<file path="src/hw/rtl/tcr_pkg.sv">
package tcr_pkg;

	// ramp length in ms and full-scale torque (Q1.15)
	localparam int unsigned RAMP_MS    = 1000;
	localparam int unsigned FULL_SCALE = 32768;

	localparam logic [15:0] HOLD_RESET = 16'd50;

	// d * 2^15 / RAMP_MS by reciprocal: exact for d < RAMP_MS when
	// 2^RECIP_SHIFT >= RAMP_MS^2 * 2^15
	localparam int RAMP_W      = $clog2(RAMP_MS + 1);
	localparam int RAMP_LOG    = $clog2(RAMP_MS);
	localparam int DIV_SHIFT   = 2 * RAMP_LOG;
	localparam int RECIP_SHIFT = 15 + DIV_SHIFT;
	localparam longint unsigned RECIP =
		((64'd1 << RECIP_SHIFT) + 64'(RAMP_MS) - 64'd1) / 64'(RAMP_MS);
	localparam int RECIP_W     = RECIP_SHIFT - RAMP_LOG + 1;
	localparam int PROD_W      = RAMP_W + RECIP_W;

	typedef struct packed {
		logic        cut;
		logic [31:0] ramp_start;
	} tcr_ctl_t;

endpackage

</file>
<file path="src/hw/rtl/tcr_ifs.sv">
interface tcr_in_if;
	logic        valid;
	logic        ready;
	logic [15:0] slip_meas;
	logic [15:0] slip_allow;
	logic [31:0] time_ms;

	modport source (output valid, slip_meas, slip_allow, time_ms, input ready);
	modport sink   (input valid, slip_meas, slip_allow, time_ms, output ready);
endinterface

interface tcr_out_if;
	logic        valid;
	logic        ready;
	logic [15:0] torque_scale;
	logic        torque_cut;

	modport source (output valid, torque_scale, torque_cut, input ready);
	modport sink   (input valid, torque_scale, torque_cut, output ready);
endinterface

</file>
<file path="src/hw/rtl/tcr_state.sv">
module tcr_state (
	input  logic             clk,
	input  logic             arst_n,
	input  logic             step,
	input  logic [15:0]      hold_limit,
	input  logic [15:0]      slip_meas,
	input  logic [15:0]      slip_allow,
	input  logic [31:0]      now,
	output tcr_pkg::tcr_ctl_t ctl
);

	logic        slipping_q;
	logic [31:0] slip_change_q;
	logic [31:0] ramp_start_q;

	logic        now_slip;
	logic [31:0] change_time;
	logic [31:0] held;
	logic        cut;

	always_comb begin
		now_slip    = slip_meas > slip_allow;
		change_time = (now_slip != slipping_q) ? now : slip_change_q;
		held        = now - change_time;
		// held is not used while not slipping: cut only for a zero limit
		if (now_slip) begin
			cut = !held[31] && (held >= {16'd0, hold_limit});
		end else begin
			cut = (hold_limit == 16'd0);
		end
	end

	always_ff @(posedge clk or negedge arst_n) begin
		if (!arst_n) begin
			slipping_q    <= 1'b0;
			slip_change_q <= '0;
			ramp_start_q  <= 32'd0 - 32'(tcr_pkg::RAMP_MS);
		end else if (step) begin
			slipping_q    <= now_slip;
			slip_change_q <= change_time;
			if (cut) begin
				ramp_start_q <= now;
			end
		end
	end

	assign ctl.cut        = cut;
	assign ctl.ramp_start = ramp_start_q;

endmodule

</file>
<file path="src/hw/rtl/tcr_ramp.sv">
module tcr_ramp (
	input  logic [31:0] now,
	input  logic [31:0] ramp_start,
	output logic [15:0] scale
);

	logic [31:0]                  diff;
	logic [tcr_pkg::PROD_W-1:0]   prod;

	always_comb begin
		diff = now - ramp_start;
		prod = tcr_pkg::PROD_W'(diff[tcr_pkg::RAMP_W-1:0])
			* tcr_pkg::PROD_W'(tcr_pkg::RECIP);
		if (diff[31] || diff == 32'd0) begin
			scale = '0;
		end else if (diff >= 32'(tcr_pkg::RAMP_MS)) begin
			scale = 16'(tcr_pkg::FULL_SCALE);
		end else begin
			scale = {1'b0, prod[tcr_pkg::DIV_SHIFT +: 15]};
		end
	end

endmodule

</file>
<file path="src/hw/rtl/traction_cut_and_ramp_unit.sv">
// Path: a tick beat passes the input register, then the result register.
// Throughput: one tick per cycle unless a result stalls; the slip/ramp state commits as each beat advances.
// Output register decouples sides; tick.ready drops only while a result stalls.
// Reset (arst_n low, async): not slipping, change time 0, ramp complete at
// time zero, hold limit 50 ms, both pipeline registers empty.
module traction_cut_and_ramp_unit (
	input  logic        clk,
	input  logic        arst_n,
	tcr_in_if.sink      tick,
	tcr_out_if.source   result,
	input  logic        cfg_we,
	input  logic [15:0] cfg_wdata
);

	// hold limit register
	logic [15:0] hold_limit_q;

	// input stage
	logic        valid_s1;
	logic [15:0] actual_s1;
	logic [15:0] target_s1;
	logic [31:0] time_s1;

	// result register
	logic        out_valid_q;
	logic [15:0] scale_q;
	logic        cut_q;

	logic              advance;
	tcr_pkg::tcr_ctl_t ctl;
	logic [15:0]       ramp_scale;

	// stage 1 moves on when the result slot is free or being drained
	assign advance    = valid_s1 && (!out_valid_q || result.ready);
	assign tick.ready = !valid_s1 || advance;

	always_ff @(posedge clk or negedge arst_n) begin
		if (!arst_n) begin
			hold_limit_q <= tcr_pkg::HOLD_RESET;
		end else if (cfg_we) begin
			hold_limit_q <= cfg_wdata;
		end
	end

	always_ff @(posedge clk or negedge arst_n) begin
		if (!arst_n) begin
			valid_s1 <= 1'b0;
		end else if (tick.ready) begin
			valid_s1 <= tick.valid;
		end
	end

	always_ff @(posedge clk) begin
		if (tick.valid && tick.ready) begin
			actual_s1 <= tick.slip_meas;
			target_s1 <= tick.slip_allow;
			time_s1   <= tick.time_ms;
		end
	end

	// slip tracking and cut decision; state commits when the beat advances
	tcr_state u_state (
		.clk         (clk),
		.arst_n      (arst_n),
		.step        (advance),
		.hold_limit  (hold_limit_q),
		.slip_meas   (actual_s1),
		.slip_allow  (target_s1),
		.now         (time_s1),
		.ctl         (ctl)
	);

	// linear re-ramp from the last cut time
	tcr_ramp u_ramp (
		.now        (time_s1),
		.ramp_start (ctl.ramp_start),
		.scale      (ramp_scale)
	);

	always_ff @(posedge clk or negedge arst_n) begin
		if (!arst_n) begin
			out_valid_q <= 1'b0;
		end else if (advance) begin
			out_valid_q <= 1'b1;
		end else if (result.ready) begin
			out_valid_q <= 1'b0;
		end
	end

	always_ff @(posedge clk) begin
		if (advance) begin
			scale_q <= ctl.cut ? 16'd0 : ramp_scale;
			cut_q   <= ctl.cut;
		end
	end

	assign result.valid        = out_valid_q;
	assign result.torque_scale = scale_q;
	assign result.torque_cut   = cut_q;

`ifndef SYNTHESIS
	a_cut_zero: assert property (@(posedge clk) disable iff (!arst_n)
		out_valid_q && cut_q |-> scale_q == 16'd0)
		else $error("cut beat with nonzero scale");

	a_scale_max: assert property (@(posedge clk) disable iff (!arst_n)
		out_valid_q |-> scale_q <= 16'(tcr_pkg::FULL_SCALE))
		else $error("scale above full");

	a_ramp_restart: assert property (@(posedge clk) disable iff (!arst_n)
		advance && ctl.cut |=> ctl.ramp_start == $past(time_s1))
		else $error("ramp did not restart on cut");

	a_stall_hold: assert property (@(posedge clk) disable iff (!arst_n)
		valid_s1 && !advance |=> valid_s1 && $stable(time_s1))
		else $error("stage 1 lost a stalled beat");
`endif

endmodule
</file>
<file path="src/flat_wrapper.sv">
// flat-port wrapper written by rule: the top's interface ports become plain ports
module traction_cut_and_ramp_unit_flat 
  (clk, arst_n, cfg_we, cfg_wdata, tick_valid, tick_slip_meas, tick_slip_allow, tick_time_ms, tick_ready, result_valid, result_torque_scale, result_torque_cut, result_ready);
  tcr_in_if tick_i ();
  tcr_out_if result_i ();
  input  logic clk;
  input  logic arst_n;
  input  logic cfg_we;
  input  logic [15:0] cfg_wdata;
  input wire logic [$bits(tick_i.valid)-1:0] tick_valid;
  input wire logic [$bits(tick_i.slip_meas)-1:0] tick_slip_meas;
  input wire logic [$bits(tick_i.slip_allow)-1:0] tick_slip_allow;
  input wire logic [$bits(tick_i.time_ms)-1:0] tick_time_ms;
  output wire logic [$bits(tick_i.ready)-1:0] tick_ready;
  output wire logic [$bits(result_i.valid)-1:0] result_valid;
  output wire logic [$bits(result_i.torque_scale)-1:0] result_torque_scale;
  output wire logic [$bits(result_i.torque_cut)-1:0] result_torque_cut;
  input wire logic [$bits(result_i.ready)-1:0] result_ready;
  assign tick_i.valid = tick_valid;
  assign tick_i.slip_meas = tick_slip_meas;
  assign tick_i.slip_allow = tick_slip_allow;
  assign tick_i.time_ms = tick_time_ms;
  assign tick_ready = tick_i.ready;
  assign result_valid = result_i.valid;
  assign result_torque_scale = result_i.torque_scale;
  assign result_torque_cut = result_i.torque_cut;
  assign result_i.ready = result_ready;
  traction_cut_and_ramp_unit u_core (.clk(clk), .arst_n(arst_n), .tick(tick_i), .result(result_i), .cfg_we(cfg_we), .cfg_wdata(cfg_wdata));
endmodule
</file>
<file path="config.mk">
export PLATFORM = sky130hd
export DESIGN_NAME = traction_cut_and_ramp_unit_flat
export DESIGN_NICKNAME = d
export VERILOG_FILES = /design/src/hw/rtl/tcr_pkg.sv /design/src/hw/rtl/tcr_ifs.sv /design/src/hw/rtl/tcr_state.sv /design/src/hw/rtl/tcr_ramp.sv /design/src/hw/rtl/traction_cut_and_ramp_unit.sv /design/src/flat_wrapper.sv
export SDC_FILE = /design/constraint.sdc
export NUM_CORES = 1
export LEC_CHECK = 0
export ABC_AREA = 1
export BUFFER_PORTS_ARGS = -buffer_cell sky130_fd_sc_hd__buf_2
export CAP_MARGIN = 20
export CORE_AREA = 2 2 122 243
export CTS_CLUSTER_DIAMETER = 50
export CTS_CLUSTER_SIZE = 12
export DETAILED_ROUTE_END_ITERATION = 16
export DIE_AREA = 0 0 124 245
export PLACE_DENSITY = 0.74
export SETUP_SLACK_MARGIN = 0.15
export SLEW_MARGIN = 5
export SYNTH_ARGS = -nofsm -noshare
export SYNTH_HDL_FRONTEND = slang
export SYNTH_HIERARCHICAL = 1
export SYNTH_SLANG_ARGS = --single-unit
</file>
<file path="constraint.sdc">
create_clock -name clk -period 7.75 [get_ports clk]
set_input_delay 1.1625 -clock clk [delete_from_list [all_inputs] [get_ports clk]]
set_output_delay 1.1625 -clock clk [all_outputs]
set_load 0.02 [all_outputs]
</file>
## Word-level counts from Yosys, hierarchy flattened

Index checks and enable logic that the tools add are counted.

| storage, ports and cells | value |
|---|---|
| flip-flop bits (word level) | 164 |
| input bits | 85 |
| logic and storage cells | 39 |

| operators by class | value |
|---|---|
| reduce and logical (&&, ||, !) cells | 15 |
| mux-type cells | 5 |
| multipliers | 1 |
| equality and inequality tests | 1 |
| $lt $le $gt $ge | 3 |
| $add $sub $neg | 2 |

Operators with widths:

| cell | number |
|---|---|
| $sub 32x32->32 | 2 |
| $mul 10x26->35 const B | 1 |
| $ge 32x10->1 const B | 1 |
| $ge 32x16->1 | 1 |
| $logic_not 32->1 | 1 |
| $mux 32 | 1 |
| $gt 16x16->1 | 1 |
| $logic_not 16->1 | 1 |
| $mux 16 | 1 |
| $logic_and 1x1->1 | 3 |
| $logic_not 1->1 | 3 |
| $logic_or 1x1->1 | 3 |
| $mux 1 | 3 |
| $reduce_or 3->1 | 1 |
| $reduce_and 2->1 | 1 |
| $reduce_bool 2->1 | 1 |
| $reduce_or 2->1 | 1 |
| $ne 1x1->1 | 1 |

## Longest topological paths before layout

| depth | value |
|---|---|
| depth in word-level cells | 8 |
| mapped depth | 46 |
| depth with buffers taken out | 42 |

## Cells and area by module

The synthesis kept the hierarchy.

By module, submodules not included:

| module | area each (um^2) | cells an instance | instances |
|---|---|---|---|
| tcr_ramp | 7395.8 | 1204 | 1 |
| tcr_state | 6149.6 | 942 | 1 |
| traction_cut_and_ramp_unit | 3311.9 | 194 | 1 |

## Worst setup path before layout

OpenSTA, ideal clock, no wires.

| timing | value |
|---|---|
| kind | reg2reg |
| start point | register u_core.time_s1[0] |
| end point | register u_core.scale_q[14] (netlist: u_core/result.torque_scale[14]), data pin |
| data required time | 7498 ps |
| stages on the path, launching flop included | 31 |
| arrival time | 5656 ps |
| path buffers | 0 |
| clock period less this slack | 5907 ps |
| setup time | 252 ps |
| slack | 1843 ps |
| cells stage by stage | edfxtp_1 inv_1 ha_1 fa_1 inv_1 nand2_1 nand2_1 and2_1 xor2_1 inv_1 fa_1 inv_1 ha_1 or2_2 fa_1 fa_1 fa_1 ha_1 nand2_1 nor2_1 nand2_1 o21ai_0 nand3_1 nand2_1 nand2_1 nand2_1 nand2_1 nand3_2 nor2_2 inv_1 nor2_1 |

| on the way | value |
|---|---|
| word-level cells in the longest chain between the ends | 6 |
| elaborated cells on any way between the ends | 12 |

RTL lines:

| item | RTL line | source |
|---|---|---|
| start, declared | traction_cut_and_ramp_unit.sv:22 | `logic [31:0] time_s1;` |
| start signal, assigned | traction_cut_and_ramp_unit.sv:57 | `time_s1 <= tick.time_ms;` |
| branches (longest 6 deep; another with $mul 10x26->35) | - |  |
| end signal, assigned | traction_cut_and_ramp_unit.sv:92 | `scale_q <= ctl.cut ? 16'd0 : ramp_scale;` |
| end, declared | traction_cut_and_ramp_unit.sv:26 | `logic [15:0] scale_q;` |

Parallel ways; which one is timed is not known.
A chain may end at the register's enable or synchronous reset.

## Final worst setup path

| timing | value |
|---|---|
| start point | register u_core.time_s1[2] |
| end point | register u_core.scale_q[14] (netlist: u_core/result.torque_scale[14]), data pin |

The elaborated chain is that of the path after synthesis.

==> results.md <==
- Row cnt: 88
- Unrepaired setup endpoints after global routing: no
- Number of DRC violations after detailed routing: 0
- Number of distinct library cell variants in the gate-level netlist after synthesis: 53
- Setup Buffers After CTS: 0
- Max-capacitance violation count: 0
- Number of instances in the synthesized netlist: between 2,000 and 2,500
- Root Buffer Master: sky130_fd_sc_hd__clkbuf_16
- Share of flip-flops with an asynchronous set or reset after synthesis: roughly 51%
- Buffers from clock root to sink, at most: 2
- Syn Nets: between 2,000 and 3,000
- Seq/Total Area, Yosys: ~27%
- Initial antenna violation count: 1
- Die width: approximately 120 um
- Chip Height: between 200 and 250 um
- Worst setup SP type: flop
- Residual antenna-violating net count after detailed routing: 0
- Time the final worst path needs with I/O delays and setup: 6.67 ns
- Via count of the first global-routing pass: roughly 14,000
- Slew HR: 39.2%
- Total negative setup slack: 0 ns
- Slowest cell on the critical path: sky130_fd_sc_hd__xor2_1
- Period Utilization, post-route: 86.1%
- Starting DRC count in detailed routing: a little over 900
- Fin Clk Skew: 0.0157 ns
- Hold Fails Final Rpt: 0
- Required time at the worst-slack endpoint: about 7.9 ns
- Post-Route WL: ~41 mm
- Number of inserted diodes: 0
- Wire length of the first global-routing pass: ~67 mm
- Setup Crit Path Kind: reg -> reg
- Largest net degree at the start of global routing: 65
- Outcome: finished, final reports clean
- Clock Sink Count: between 150 and 200
- Share of cells above drive strength 1: between 10% and 20%
- CTS tree: built
- CP Capture Type: flop
- Clock buffers created by TritonCTS: 17
- Synthesis-stage register bit count: 164
- Max H-tree Level: 4
- Arrival time of the worst setup path: between 6 and 7 ns
- Total number of vias: around 15,000
- Drt first pass iters: 6
- Post-detailed-placement cell area: 17,700 um^2
- Number of gates resized after CTS: 0
- CP max FO: 7
- Full die area: 30,400 um^2
- I/O pin cnt: between 100 and 150
- Count of flip-flops with a built-in enable after synthesis: between 80 and 90
- Total non-filler cell area in the finished layout: ~18,000 um^2
- Average detailed-routed wire length per instance: about 15 um
- Cell area after synthesis: 16,900 um^2
- Final Non-Filler Cells: approximately 2,800
- Avg Synthesized Cell Area: between 7 and 8 um^2
- Net count, final: between 2,000 and 3,000
- Post-CTS Hold Fix Bufs: 0
- Quantity of I/O buffers inserted on ports: approximately 100
- Transition at the pin with the smallest max-transition slack: about 0.9 ns
- Worst skew pair latency: ~0.45 ns
- Sum of overflow across all layers after global routing: 0
- Final HPWL DP: 33.5 mm
- Leading register cell type out of synthesis: sky130_fd_sc_hd__edfxtp_1
- Endpoints failing setup: 0
- Delay of the slowest critical-path stage: 0.63 ns
- Cell mode on critical path: sky130_fd_sc_hd__nand2_1
- Clock slew at the register clock pins of the worst setup and hold paths: ~0.080 ns
- Synthesis warning total: 6
- Slew Limit Fails: 0
- Final GP Congestion: 0.968
- Peak Freq: between 100 and 150 MHz
- Dpl cells: 2,782
- GRT Resource Usage Total: around 28%
- Average via count per standard cell: ~5.2
- Synth-to-layout area growth: 8.64%
- Worst min-delay path category: reg -> reg
- Core footprint: 28,600 um^2
- Starting Density: 58.9%
==> synthesized netlist by cell type (all sizes together) (4+ instances only) <==
cell type	count	share of area, %
nor3	22	0.80
nand4	30	1.1
ha	194	14
nor2	190	5.0
xnor2	9	0.47
nand2	674	15
xor2	27	1.4
dfstp	27	4.2
a31oi	8	0.30
a21oi	97	2.9
nand3b	10	0.52
inv	516	11
o21bai	11	0.51
edfxtp	81	14
buf	17	1.1
clkbuf	14	0.32
o21ai	108	3.3
a21boi	6	0.27
nand3	142	5.2
mux2i	17	1.0
dfrtp	56	8.3
a211oi	5	0.22
a21o	8	0.36
fa	51	6.1
and2	4	0.15
==> logic make-up (layout without fill, tap and decap cells) <==
logic type	Yosys count	in the layout	synth area share, %
compound gates	250	250	8.19
xor+xnor	36	36	1.87
fa+ha+maj	245	245	20.5
buf+inv	548	662	12.9
flops	164	164	27.0
mux	17	17	1.01
simple gates	1080	1080	28.6
==> worst max-delay path, delay by kind of cell, from the launching register on <==
kind                     cells  cell delay (ns)
AND/OR/NAND/NOR             16             1.69
XOR/XNOR                     1             0.63
adder cells (fa/ha/maj)      7             2.92
AO/OA/AOI/OAI                1             0.41
flip-flops                   1             0.49
buffers and inverters        3             0.27
==> per-layer routing <==
layer / track usage (%) / vias up / routed length [um]
li1: - / 7555 / -
met1: 35.4 / 6637 / 17500
met2: 47.6 / 377 / 20000
met3: 4.21 / 85 / 2000
met4: 10.4 / 2 / 1270
met5: 0 / - / 7
==> metrics by stage <==
stage / util (%) / hold slack, ns / setup WS, ns
2_1_floorplan: - / 0.442 / 1.84
3_3_place_gp: 61.8 / 0.451 / 1.31
3_5_place_dp: 61.8 / 0.454 / 1.18
4_1_cts: 64.0 / 0.465 / 1.14
5_1_grt: 64.0 / 0.469 / 0.682
6_report: 64.0 / 0.464 / 1.08
==> worst paths after layout <==
check                                           startpoint                              end  slack, ns  cells after the start
setup / recovery                         u_core/time_s1[2]   u_core/result.torque_scale[14]       1.08                     28
hold / removal             u_core/u_state/ramp_start_q[13]  u_core/u_state/ramp_start_q[13]       0.46                      2
setup reg to reg                         u_core/time_s1[2]   u_core/result.torque_scale[14]       1.08                     28
hold reg to reg            u_core/u_state/ramp_start_q[13]  u_core/u_state/ramp_start_q[13]       0.46                      2
max in group asynchronous                           arst_n          u_core/hold_limit_q[13]       6.07                      2
min in group asynchronous                           arst_n                  u_core/valid_s1       0.61                      1
==> cell usage in the layout (no fill, tap or decap), types with 8 or more instances in the layout <==
master                        n
sky130_fd_sc_hd__nor2_1     155
sky130_fd_sc_hd__inv_1      499
sky130_fd_sc_hd__nand2_1    649
sky130_fd_sc_hd__buf_2      102
sky130_fd_sc_hd__inv_2       17
sky130_fd_sc_hd__edfxtp_1    81
sky130_fd_sc_hd__fa_1        51
sky130_fd_sc_hd__a21oi_1     96
sky130_fd_sc_hd__nor3_1      17
sky130_fd_sc_hd__nand4_1     30
sky130_fd_sc_hd__ha_1       194
sky130_fd_sc_hd__xor2_1      27
sky130_fd_sc_hd__o21bai_1    10
sky130_fd_sc_hd__o21ai_0     98
sky130_fd_sc_hd__dfrtp_1     56
sky130_fd_sc_hd__dfstp_2     27
sky130_fd_sc_hd__a21o_1       8
sky130_fd_sc_hd__a31oi_1      8
sky130_fd_sc_hd__xnor2_1      9
sky130_fd_sc_hd__nor2_2      29
sky130_fd_sc_hd__clkbuf_16   17
sky130_fd_sc_hd__nand3_2     29
sky130_fd_sc_hd__nand2_2     21
sky130_fd_sc_hd__nand3b_1     9
sky130_fd_sc_hd__mux2i_1     17
sky130_fd_sc_hd__nand3_1    111
sky130_fd_sc_hd__buf_4       11
==> flip-flops by register name (all words and copies together), names as in the netlist, 16 cells and up <==
signal and count:
u_core/result.torque_scale 16, u_core/u_state/slip_change_q 32, u_core/hold_limit_q 16, u_core/time_s1 32, u_core/target_s1 16, u_core/u_state/ramp_start_q 32
u_core/actual_s1 16
==> final cells by class <==
| type | instances | area (um^2) |
|---|---|---|
| fillers | 2639 | 10300 |
| multi-input cells | 1628 | 10200 |
| flip-flops and latches | 164 | 4540 |
| inverters | 517 | 1940 |
| repair buffers | 113 | 593 |
| well taps | 360 | 450 |
| clock buffers | 17 | 425 |
| clock inverters | 15 | 208 |
Power is left out: the tool's default activity adds up to more than one toggle a clock period on the data nets, which glitch-free logic cannot reach.
